$ cat config.mk
export PLATFORM = sky130hd
export DESIGN_NAME = serial_line_editor_unit
export DESIGN_NICKNAME = d
export VERILOG_FILES = /design/src/hdl/sle_pkg.sv /design/src/hdl/sle_ram.sv /design/src/hdl/serial_line_editor_unit.sv
export SDC_FILE = /design/constraint.sdc
export NUM_CORES = 1
export LEC_CHECK = 0
export BUFFER_PORTS_ARGS = -buffer_cell sky130_fd_sc_hd__buf_2
export CAP_MARGIN = 20
export CORE_MARGIN = 2
export CORE_UTILIZATION = 35
export DETAILED_ROUTE_END_ITERATION = 8
export SETUP_SLACK_MARGIN = 0.02
export SLEW_MARGIN = 20
export SYNTH_ARGS = -nofsm -noshare
export SYNTH_HDL_FRONTEND = slang
export SYNTH_SLANG_ARGS = --single-unit
$ cat constraint.sdc
create_clock -name clk -period 3 [get_ports clk]
set_input_delay 0.15 -clock clk [delete_from_list [all_inputs] [get_ports clk]]
set_output_delay 0.15 -clock clk [all_outputs]
set_load 0.02 [all_outputs]
$ cat src/hdl/sle_pkg.sv
// Shared constants for the serial line editor: operation codes, result kinds
// and the terminal byte values that the editor recognizes. No dependencies.
package sle_pkg;

  localparam int LINE_AW = 6;
  localparam int BYTE_W  = 8;

  localparam logic [1:0] OP_BYTE  = 2'd0;
  localparam logic [1:0] OP_CLEAR = 2'd1;
  localparam logic [1:0] OP_READ  = 2'd2;

  localparam logic [2:0] KIND_ECHO = 3'd0;
  localparam logic [2:0] KIND_UP   = 3'd1;
  localparam logic [2:0] KIND_DOWN = 3'd2;
  localparam logic [2:0] KIND_TAB  = 3'd3;
  localparam logic [2:0] KIND_READ = 3'd4;

  localparam logic [7:0] CH_ESC     = 8'h1B;
  localparam logic [7:0] CH_LBRACK  = 8'h5B;
  localparam logic [7:0] CH_UP      = 8'h41;
  localparam logic [7:0] CH_DOWN    = 8'h42;
  localparam logic [7:0] CH_TAB     = 8'h09;
  localparam logic [7:0] CH_BS      = 8'h08;
  localparam logic [7:0] CH_DEL     = 8'h7F;
  localparam logic [7:0] CH_CR      = 8'h0D;
  localparam logic [7:0] CH_LF      = 8'h0A;
  localparam logic [7:0] CH_SPACE   = 8'h20;

  localparam logic [1:0] ESC_NONE    = 2'd0;
  localparam logic [1:0] ESC_SEEN    = 2'd1;
  localparam logic [1:0] ESC_BRACKET = 2'd2;

endpackage

$ cat src/hdl/sle_ram.sv
// Generic single-port-write, single-port-read RAM with a registered read.
// No dependencies.
module sle_ram #(
  parameter int WIDTH = 8,
  parameter int DEPTH = 64
) (
  input  logic                     clk,
  input  logic                     we,
  input  logic [$clog2(DEPTH)-1:0] waddr,
  input  logic [WIDTH-1:0]         wdata,
  input  logic                     re,
  input  logic [$clog2(DEPTH)-1:0] raddr,
  output logic [WIDTH-1:0]         rdata
);

  logic [WIDTH-1:0] mem [DEPTH];
  logic [WIDTH-1:0] rdata_r;

  always_ff @(posedge clk) begin
    if (we) begin
      mem[waddr] <= wdata;
    end
    if (re) begin
      rdata_r <= mem[raddr];
    end
  end

  assign rdata = rdata_r;

endmodule

$ cat src/hdl/serial_line_editor_unit.sv
// Serial line editor top level. Uses sle_pkg and the sle_ram line buffer.
// Control state sits in registers; the line characters sit in the RAM.

// Each transfer on the input is decoded in the cycle it is taken: escape state,
// line length and the command-ready flag update at once, a printable byte is
// written to the line RAM, and a read op launches a RAM read whose registered
// data is present when the result is shown. The results of one input (up to
// three: CR LF, or BS SP BS) leave through a single output register, one per
// cycle while the output does not stall; the next input is taken in the same
// cycle that the last result of the previous one transfers. The line RAM
// needs no clearing: positions at or beyond the current length read as zero.
module serial_line_editor_unit #(
  parameter int LINE_MAX = 63
) (
  input  logic       clk,
  input  logic       rst_n,
  input  logic       in_valid,
  output logic       in_stall,
  input  logic [1:0] in_op,
  input  logic [7:0] in_rx_byte,
  input  logic [5:0] in_read_index,
  output logic       out_valid,
  input  logic       out_stall,
  output logic [2:0] out_kind,
  output logic [7:0] out_data_byte,
  output logic       out_last,
  output logic [5:0] out_line_length,
  output logic       out_command_ready
);

  localparam int LimitInt = (LINE_MAX > 63) ? 63 : LINE_MAX;
  localparam logic [sle_pkg::LINE_AW-1:0] LIMIT = sle_pkg::LINE_AW'(LimitInt);
  localparam logic [sle_pkg::LINE_AW-1:0] COUNT_ONE = sle_pkg::LINE_AW'(1);

  typedef enum logic [2:0] {
    SEQ_UP,
    SEQ_DOWN,
    SEQ_TAB,
    SEQ_CRLF,
    SEQ_BS,
    SEQ_CHAR,
    SEQ_READ
  } seq_t;

  // Architectural state.
  logic [1:0]                  esc_r, esc_nxt;
  logic [sle_pkg::LINE_AW-1:0] count_r, count_nxt;
  logic                        ready_r, ready_nxt;

  // Output stage.
  logic                        stg_vld_r;
  seq_t                        stg_seq_r;
  logic [1:0]                  stg_nres_r;
  logic [1:0]                  stg_pos_r;
  logic [7:0]                  stg_char_r;
  logic                        stg_zero_r;
  logic [sle_pkg::LINE_AW-1:0] stg_len_r;
  logic                        stg_rdy_r;

  // Decode results.
  seq_t       dec_seq;
  logic [1:0] dec_nres;
  logic       ram_we;
  logic       ram_re;
  logic [7:0] ram_rdata;

  logic out_xfer;
  logic out_fin;
  logic in_xfer;

  assign out_xfer = out_valid && !out_stall;
  assign out_fin  = out_xfer && out_last;
  assign in_stall = stg_vld_r && !out_fin;
  assign in_xfer  = in_valid && !in_stall;

  always_comb begin
    esc_nxt   = esc_r;
    count_nxt = count_r;
    ready_nxt = ready_r;
    dec_seq   = SEQ_CHAR;
    dec_nres  = 2'd0;
    ram_we    = 1'b0;
    ram_re    = 1'b0;
    case (in_op)
      sle_pkg::OP_BYTE: begin
        if (in_rx_byte == sle_pkg::CH_ESC) begin
          esc_nxt = sle_pkg::ESC_SEEN;
        end else if (esc_r == sle_pkg::ESC_SEEN) begin
          esc_nxt = (in_rx_byte == sle_pkg::CH_LBRACK) ? sle_pkg::ESC_BRACKET
                                                       : sle_pkg::ESC_NONE;
        end else if (esc_r == sle_pkg::ESC_BRACKET) begin
          esc_nxt = sle_pkg::ESC_NONE;
          if (in_rx_byte == sle_pkg::CH_UP) begin
            dec_seq  = SEQ_UP;
            dec_nres = 2'd1;
          end else if (in_rx_byte == sle_pkg::CH_DOWN) begin
            dec_seq  = SEQ_DOWN;
            dec_nres = 2'd1;
          end
        end else begin
          esc_nxt = sle_pkg::ESC_NONE;
          if (in_rx_byte inside {sle_pkg::CH_CR, sle_pkg::CH_LF}) begin
            ready_nxt = 1'b1;
            dec_seq   = SEQ_CRLF;
            dec_nres  = 2'd2;
          end else if (in_rx_byte == sle_pkg::CH_TAB) begin
            dec_seq  = SEQ_TAB;
            dec_nres = 2'd1;
          end else if (in_rx_byte inside {sle_pkg::CH_BS, sle_pkg::CH_DEL}) begin
            // Erased positions are never read back, so nothing is written.
            if (count_r != '0) begin
              count_nxt = count_r - COUNT_ONE;
              dec_seq   = SEQ_BS;
              dec_nres  = 2'd3;
            end
          end else if (count_r < LIMIT) begin
            count_nxt = count_r + COUNT_ONE;
            ram_we    = 1'b1;
            dec_seq   = SEQ_CHAR;
            dec_nres  = 2'd1;
          end
        end
      end
      sle_pkg::OP_CLEAR: begin
        count_nxt = '0;
        ready_nxt = 1'b0;
      end
      sle_pkg::OP_READ: begin
        ram_re   = 1'b1;
        dec_seq  = SEQ_READ;
        dec_nres = 2'd1;
      end
      default: begin
      end
    endcase
  end

  sle_ram #(
    .WIDTH(sle_pkg::BYTE_W),
    .DEPTH(1 << sle_pkg::LINE_AW)
  ) u_line_ram (
    .clk  (clk),
    .we   (in_xfer && ram_we),
    .waddr(count_r),
    .wdata(in_rx_byte),
    .re   (in_xfer && ram_re),
    .raddr(in_read_index),
    .rdata(ram_rdata)
  );

  always_ff @(posedge clk) begin
    if (!rst_n) begin
      esc_r     <= sle_pkg::ESC_NONE;
      count_r   <= '0;
      ready_r   <= 1'b0;
      stg_vld_r <= 1'b0;
      stg_pos_r <= 2'd0;
    end else begin
      if (in_xfer) begin
        esc_r   <= esc_nxt;
        count_r <= count_nxt;
        ready_r <= ready_nxt;
      end
      if (in_xfer && dec_nres != 2'd0) begin
        stg_vld_r <= 1'b1;
        stg_pos_r <= 2'd0;
      end else if (out_fin) begin
        stg_vld_r <= 1'b0;
      end else if (out_xfer) begin
        stg_pos_r <= stg_pos_r + 2'd1;
      end
    end
  end

  always_ff @(posedge clk) begin
    if (in_xfer && dec_nres != 2'd0) begin
      stg_seq_r  <= dec_seq;
      stg_nres_r <= dec_nres;
      stg_char_r <= in_rx_byte;
      stg_zero_r <= (in_read_index >= count_r);
      stg_len_r  <= count_nxt;
      stg_rdy_r  <= ready_nxt;
    end
  end

  always_comb begin
    out_kind      = sle_pkg::KIND_ECHO;
    out_data_byte = 8'h00;
    case (stg_seq_r)
      SEQ_UP:   out_kind = sle_pkg::KIND_UP;
      SEQ_DOWN: out_kind = sle_pkg::KIND_DOWN;
      SEQ_TAB:  out_kind = sle_pkg::KIND_TAB;
      SEQ_CRLF: out_data_byte = (stg_pos_r == 2'd0) ? sle_pkg::CH_CR : sle_pkg::CH_LF;
      SEQ_BS:   out_data_byte = (stg_pos_r == 2'd1) ? sle_pkg::CH_SPACE : sle_pkg::CH_BS;
      SEQ_CHAR: out_data_byte = stg_char_r;
      SEQ_READ: begin
        out_kind      = sle_pkg::KIND_READ;
        out_data_byte = stg_zero_r ? 8'h00 : ram_rdata;
      end
      default: begin
      end
    endcase
  end

  assign out_valid         = stg_vld_r;
  assign out_last          = (stg_pos_r == stg_nres_r - 2'd1);
  assign out_line_length   = stg_len_r;
  assign out_command_ready = stg_rdy_r;

  a_count_limit : assert property (@(posedge clk) disable iff (!rst_n)
    count_r <= LIMIT)
    else $error("line length exceeds limit");

  a_more_follow : assert property (@(posedge clk) disable iff (!rst_n)
    out_valid && !out_stall && !out_last |=> out_valid)
    else $error("result sequence ended without last");

  a_pos_range : assert property (@(posedge clk) disable iff (!rst_n)
    stg_vld_r |-> stg_pos_r < stg_nres_r)
    else $error("result position past result count");

  a_read_result : assert property (@(posedge clk) disable iff (!rst_n)
    in_valid && !in_stall && in_op == sle_pkg::OP_READ |=>
      out_valid && out_kind == sle_pkg::KIND_READ && out_last)
    else $error("read op did not produce read result");

endmodule

==> impl_metrics.yaml <==
outcome:
  run_status: "finished clean"
grt:
  pin_count_of_the_biggest_net_entering_global_routing: 65
  grt_use_total: 0.167
  grt_overflow: 0
  grt_pass1_wl_um: 81300
  first_global_vias: 12200
  number_of_antenna_violations_at_the_first_check_in_global_routing: 5
place:
  port_buffers: 40
  post-dp-hpwl_um: 35100
  dpl_worst_slack_ns: 0.101
  gp_weighted_congestion: 0.876
  dp.cells: 2109
layout:
  stdcell_count: 2223
  diodes: 0
  layout-drive-gt1-share: 0.285
  nets: 1361
  seqCellArea_mm2: 0.0165
  core_util_final: 0.418
  fill_cells: 5547
  multiInputGateArea_mm2: 0.00545
  area_growth_pct: 18.2
clocking:
  tritoncts: "built"
  clock_tree.htree_level_count: 2
  cts.sink_count: 553
  clk_pin_slew_ns: 0.06
  cts_inserted_buffers: 56
  clock_tree.root_cell: "sky130_fd_sc_hd__clkbuf_16"
  max_buffers_root_to_sink: 3
  insertion_delay_ns: 0.60
floorplan:
  core-area_mm2: 0.0630
  floorplan.rows: 92
  ios: 41
  start_util: 0.353
  fp.dieW_um: 256
  fp.dieH_um: 256
  floorplan.die_area_mm2: 0.0656
hold_path:
  timing.hold.worst_path_depth: 1
  timing.hold.worst.class: "in2reg"
  hp-start: "in_rx_byte[6]"
  worstHoldEndpoint: "u_line_ram.mem[60][6]"
logic_synthesis:
  synth.area.top_cells: "sky130_fd_sc_hd__edfxtp_1 (73%), sky130_fd_sc_hd__mux4_2 (13%), sky130_fd_sc_hd__nor2_1 (1.5%)"
  synth_ff_type: "sky130_fd_sc_hd__edfxtp_1"
  synth_top_cell_by_area: "sky130_fd_sc_hd__edfxtp_1"
  post_synth_inst_count: 1165
  most_frequent_cells_after_synthesis: "sky130_fd_sc_hd__edfxtp_1 (541), sky130_fd_sc_hd__mux4_2 (128), sky130_fd_sc_hd__nor2_1 (86)"
  post-synth-top-count-cell: "sky130_fd_sc_hd__edfxtp_1"
  async_flop_share: 0
  post_synth_num_cell_types: 68
  synth.area.mux_share: 0.130
  synth_simple_gate_area_share: 0.0506
  synth.net_count: 1195
  yosys.area_share.xor_xnor: 0.00197
  yosysSeqAreaShare: 0.741
  ffs_latches_synth: 553
  synth-edff-count: 541
  portion_of_synthesized_cell_area_occupied_by_the_leading_cell_type: 0.730
  yosysWarningCount: 0
  synth_top_family_by_area: "multiplexers"
  syn-mean-instance-area_um2: 19.1
  synth_compound_area_frac: 0.0556
  syn_area_mm2: 0.0222
  synth_fa_ha_area_frac: 0.00562
worst_setup_path:
  setup.worst_path.class: "reg2reg"
  crit_path_max_fanout: 8
  crit_path_end_kind: "register"
  crit_slowest_cell: "sky130_fd_sc_hd__edfxtp_1"
  timing.critical_path.cells: "nor4bb_1 > mux2i_1 > and2_0 > buf_4 > nor4_4 > nand2_1 > nor2_1 > buf_4"
  critPathMaxStageDelay_ns: 0.38
  regToRegStartpoint: "stg_nres_r[0]"
  startpoint: "stg_nres_r[0]"
  crit-reg2reg-capture: "u_line_ram.mem[9][3]"
  worst-path-stages: 8
  worstPathBufferInverterCount: 2
  arrival_ns: 3.16
  critical_path_required_ns: 3.31
  r2r.worst_path.cells: 8
  critical-path-top-delay-family: "simple AND/OR/NAND/NOR gates"
  path_common_cell: "sky130_fd_sc_hd__buf_4"
  timing.reg2reg.setup_slack_ns: 0.15
  critPathLaunchType: "register"
timing:
  worst_slack_setup_final_ns: 0.152
  maxSlewViolCount: 0
  timing.final.crit_period_ns: 2.85
  hold_viol: 0
  slew_headroom: 0.392
  worst_slew_pin_slew_ns: 0.910
  fin_setup_tns_ns: 0
  period_share: 0.949
  achievable-frequency_ghz: 0.351
  setup_repair_after_global_routing_missed_its_margin: "true"
  setup_violations: 0
  fin_worst_skew_ns: 0.0161
power_and_ir_drop:
  power-per-cell-area_mw_per_mm2: 633
  leakagePower_nw: 8.47
  report.power.total_mw: 16.6
  max-vdd-ir-drop_v: 0.000372
detailed_routing:
  drtAntennaViolNets: 0
  post-route-drc-count: 0
  initialDrtViolationCount: 1333
  totalWireLength_um: 54500
  drt-vias-per-instance: 5.45
  tritonroute_pass_1_iters: 7
  drt_wl_cell_um: 24.5
  detailroute.via_count: 12100
run:
  cap_viol_max_count: 0
==> power by group <==
part	total (mW)	switching, mW	internal [mW]	leakage [nW]
clock network	7.27	2.93	4.34	0.931
logic	0.857	0.537	0.320	2.57
registers	8.52	0.0168	8.50	4.97
total	16.6	3.48	13.2	8.47
==> through the flow <==
step	area, um2	hold slack [ns]
6_report	26300	0.0395
5_1_grt	26300	0.0565
4_1_cts	26300	0.000240
3_5_place_dp	24300	0.526
3_3_place_gp	24300	0.497
2_1_floorplan	22200	0.249
==> flip-flops by register name, summed over array words and instances, names as in the netlist <==
signal and count:
stg_seq_r 3, stg_zero_r 1, esc_r 2, u_line_ram.rdata 8, out_command_ready 1, stg_nres_r 2, stg_pos_r 2, stg_char_r 8
ready_r 1, out_line_length 6, u_line_ram.mem 512, count_r 6, out_valid 1
==> cells in the final DEF, fill, tap and decap left out, drive strengths merged, types with 7 or more instances in the layout <==
master / instances
nor2: 87
nor2b: 11
nand2b: 9
edfxtp: 541
a22oi: 41
a22o: 22
bufinv: 10
inv: 16
o221ai: 9
dlygate4sd3: 10
nor3: 9
dfxtp: 12
nand3: 14
clkbuf: 65
buf: 161
mux4: 128
a21oi: 20
nand4: 10
o21ai: 14
a221oi: 17
ha: 10
clkinv: 22
and2: 9
clkinvlp: 7
nand2: 45
==> kinds of logic (layout without fill, tap and decap cells) <==
| logic type | Yosys count | count (layout) |
|---|---|---|
| mux | 130 | 130 |
| fa+ha+maj | 10 | 10 |
| flops | 553 | 553 |
| buf+inv | 79 | 291 |
| compound gates | 163 | 163 |
| xor+xnor | 5 | 5 |
| simple gates | 225 | 225 |
==> worst register-to-register path, cell delays in order (launching register included) <==
cell	delay, ns
sky130_fd_sc_hd__edfxtp_1	0.38
sky130_fd_sc_hd__nor4bb_1	0.35
sky130_fd_sc_hd__mux2i_1	0.19
sky130_fd_sc_hd__and2_0	0.28
sky130_fd_sc_hd__buf_4	0.20
sky130_fd_sc_hd__nor4_4	0.34
sky130_fd_sc_hd__nand2_1	0.37
sky130_fd_sc_hd__nor2_1	0.25
sky130_fd_sc_hd__buf_4	0.20
==> what timing repair did <==
item,CTS,global route
hold endpoints to repair,25,0
buffers inserted,0,0
gates resized for setup,0,1
hold buffers,10,0
setup endpoints to repair,0,155
==> cell type report <==
cell class,count,area share
Clock inverter,40,0.0181
Sequential cell,553,0.627
Clock buffer,64,0.0553
Timing Repair Buffer,172,0.0500
Inverter,15,0.00214
Multi-Input combinational cell,533,0.207
Tap cell,846,0.0403
==> per-layer routing <==
metal  vias to the layer above  wire [um]  GRT usage
li1                       5189          -          -
met1                      6296      24100      0.241
met2                       514      24800      0.254
met3                       105       4060     0.0328
met4                         8       1440     0.0543
met5                         -         51          0
==> worst max-delay path by stage <==
stage,endpoint
after floorplan,u_line_ram.mem[33][0]
after global placement,u_line_ram.mem[29][7]
after detailed placement,u_line_ram.mem[29][3]
after CTS,u_line_ram.mem[29][3]
after global routing,u_line_ram.mem[2][6]
final,u_line_ram.mem[9][3]
(Power assumes the default switching activity.)
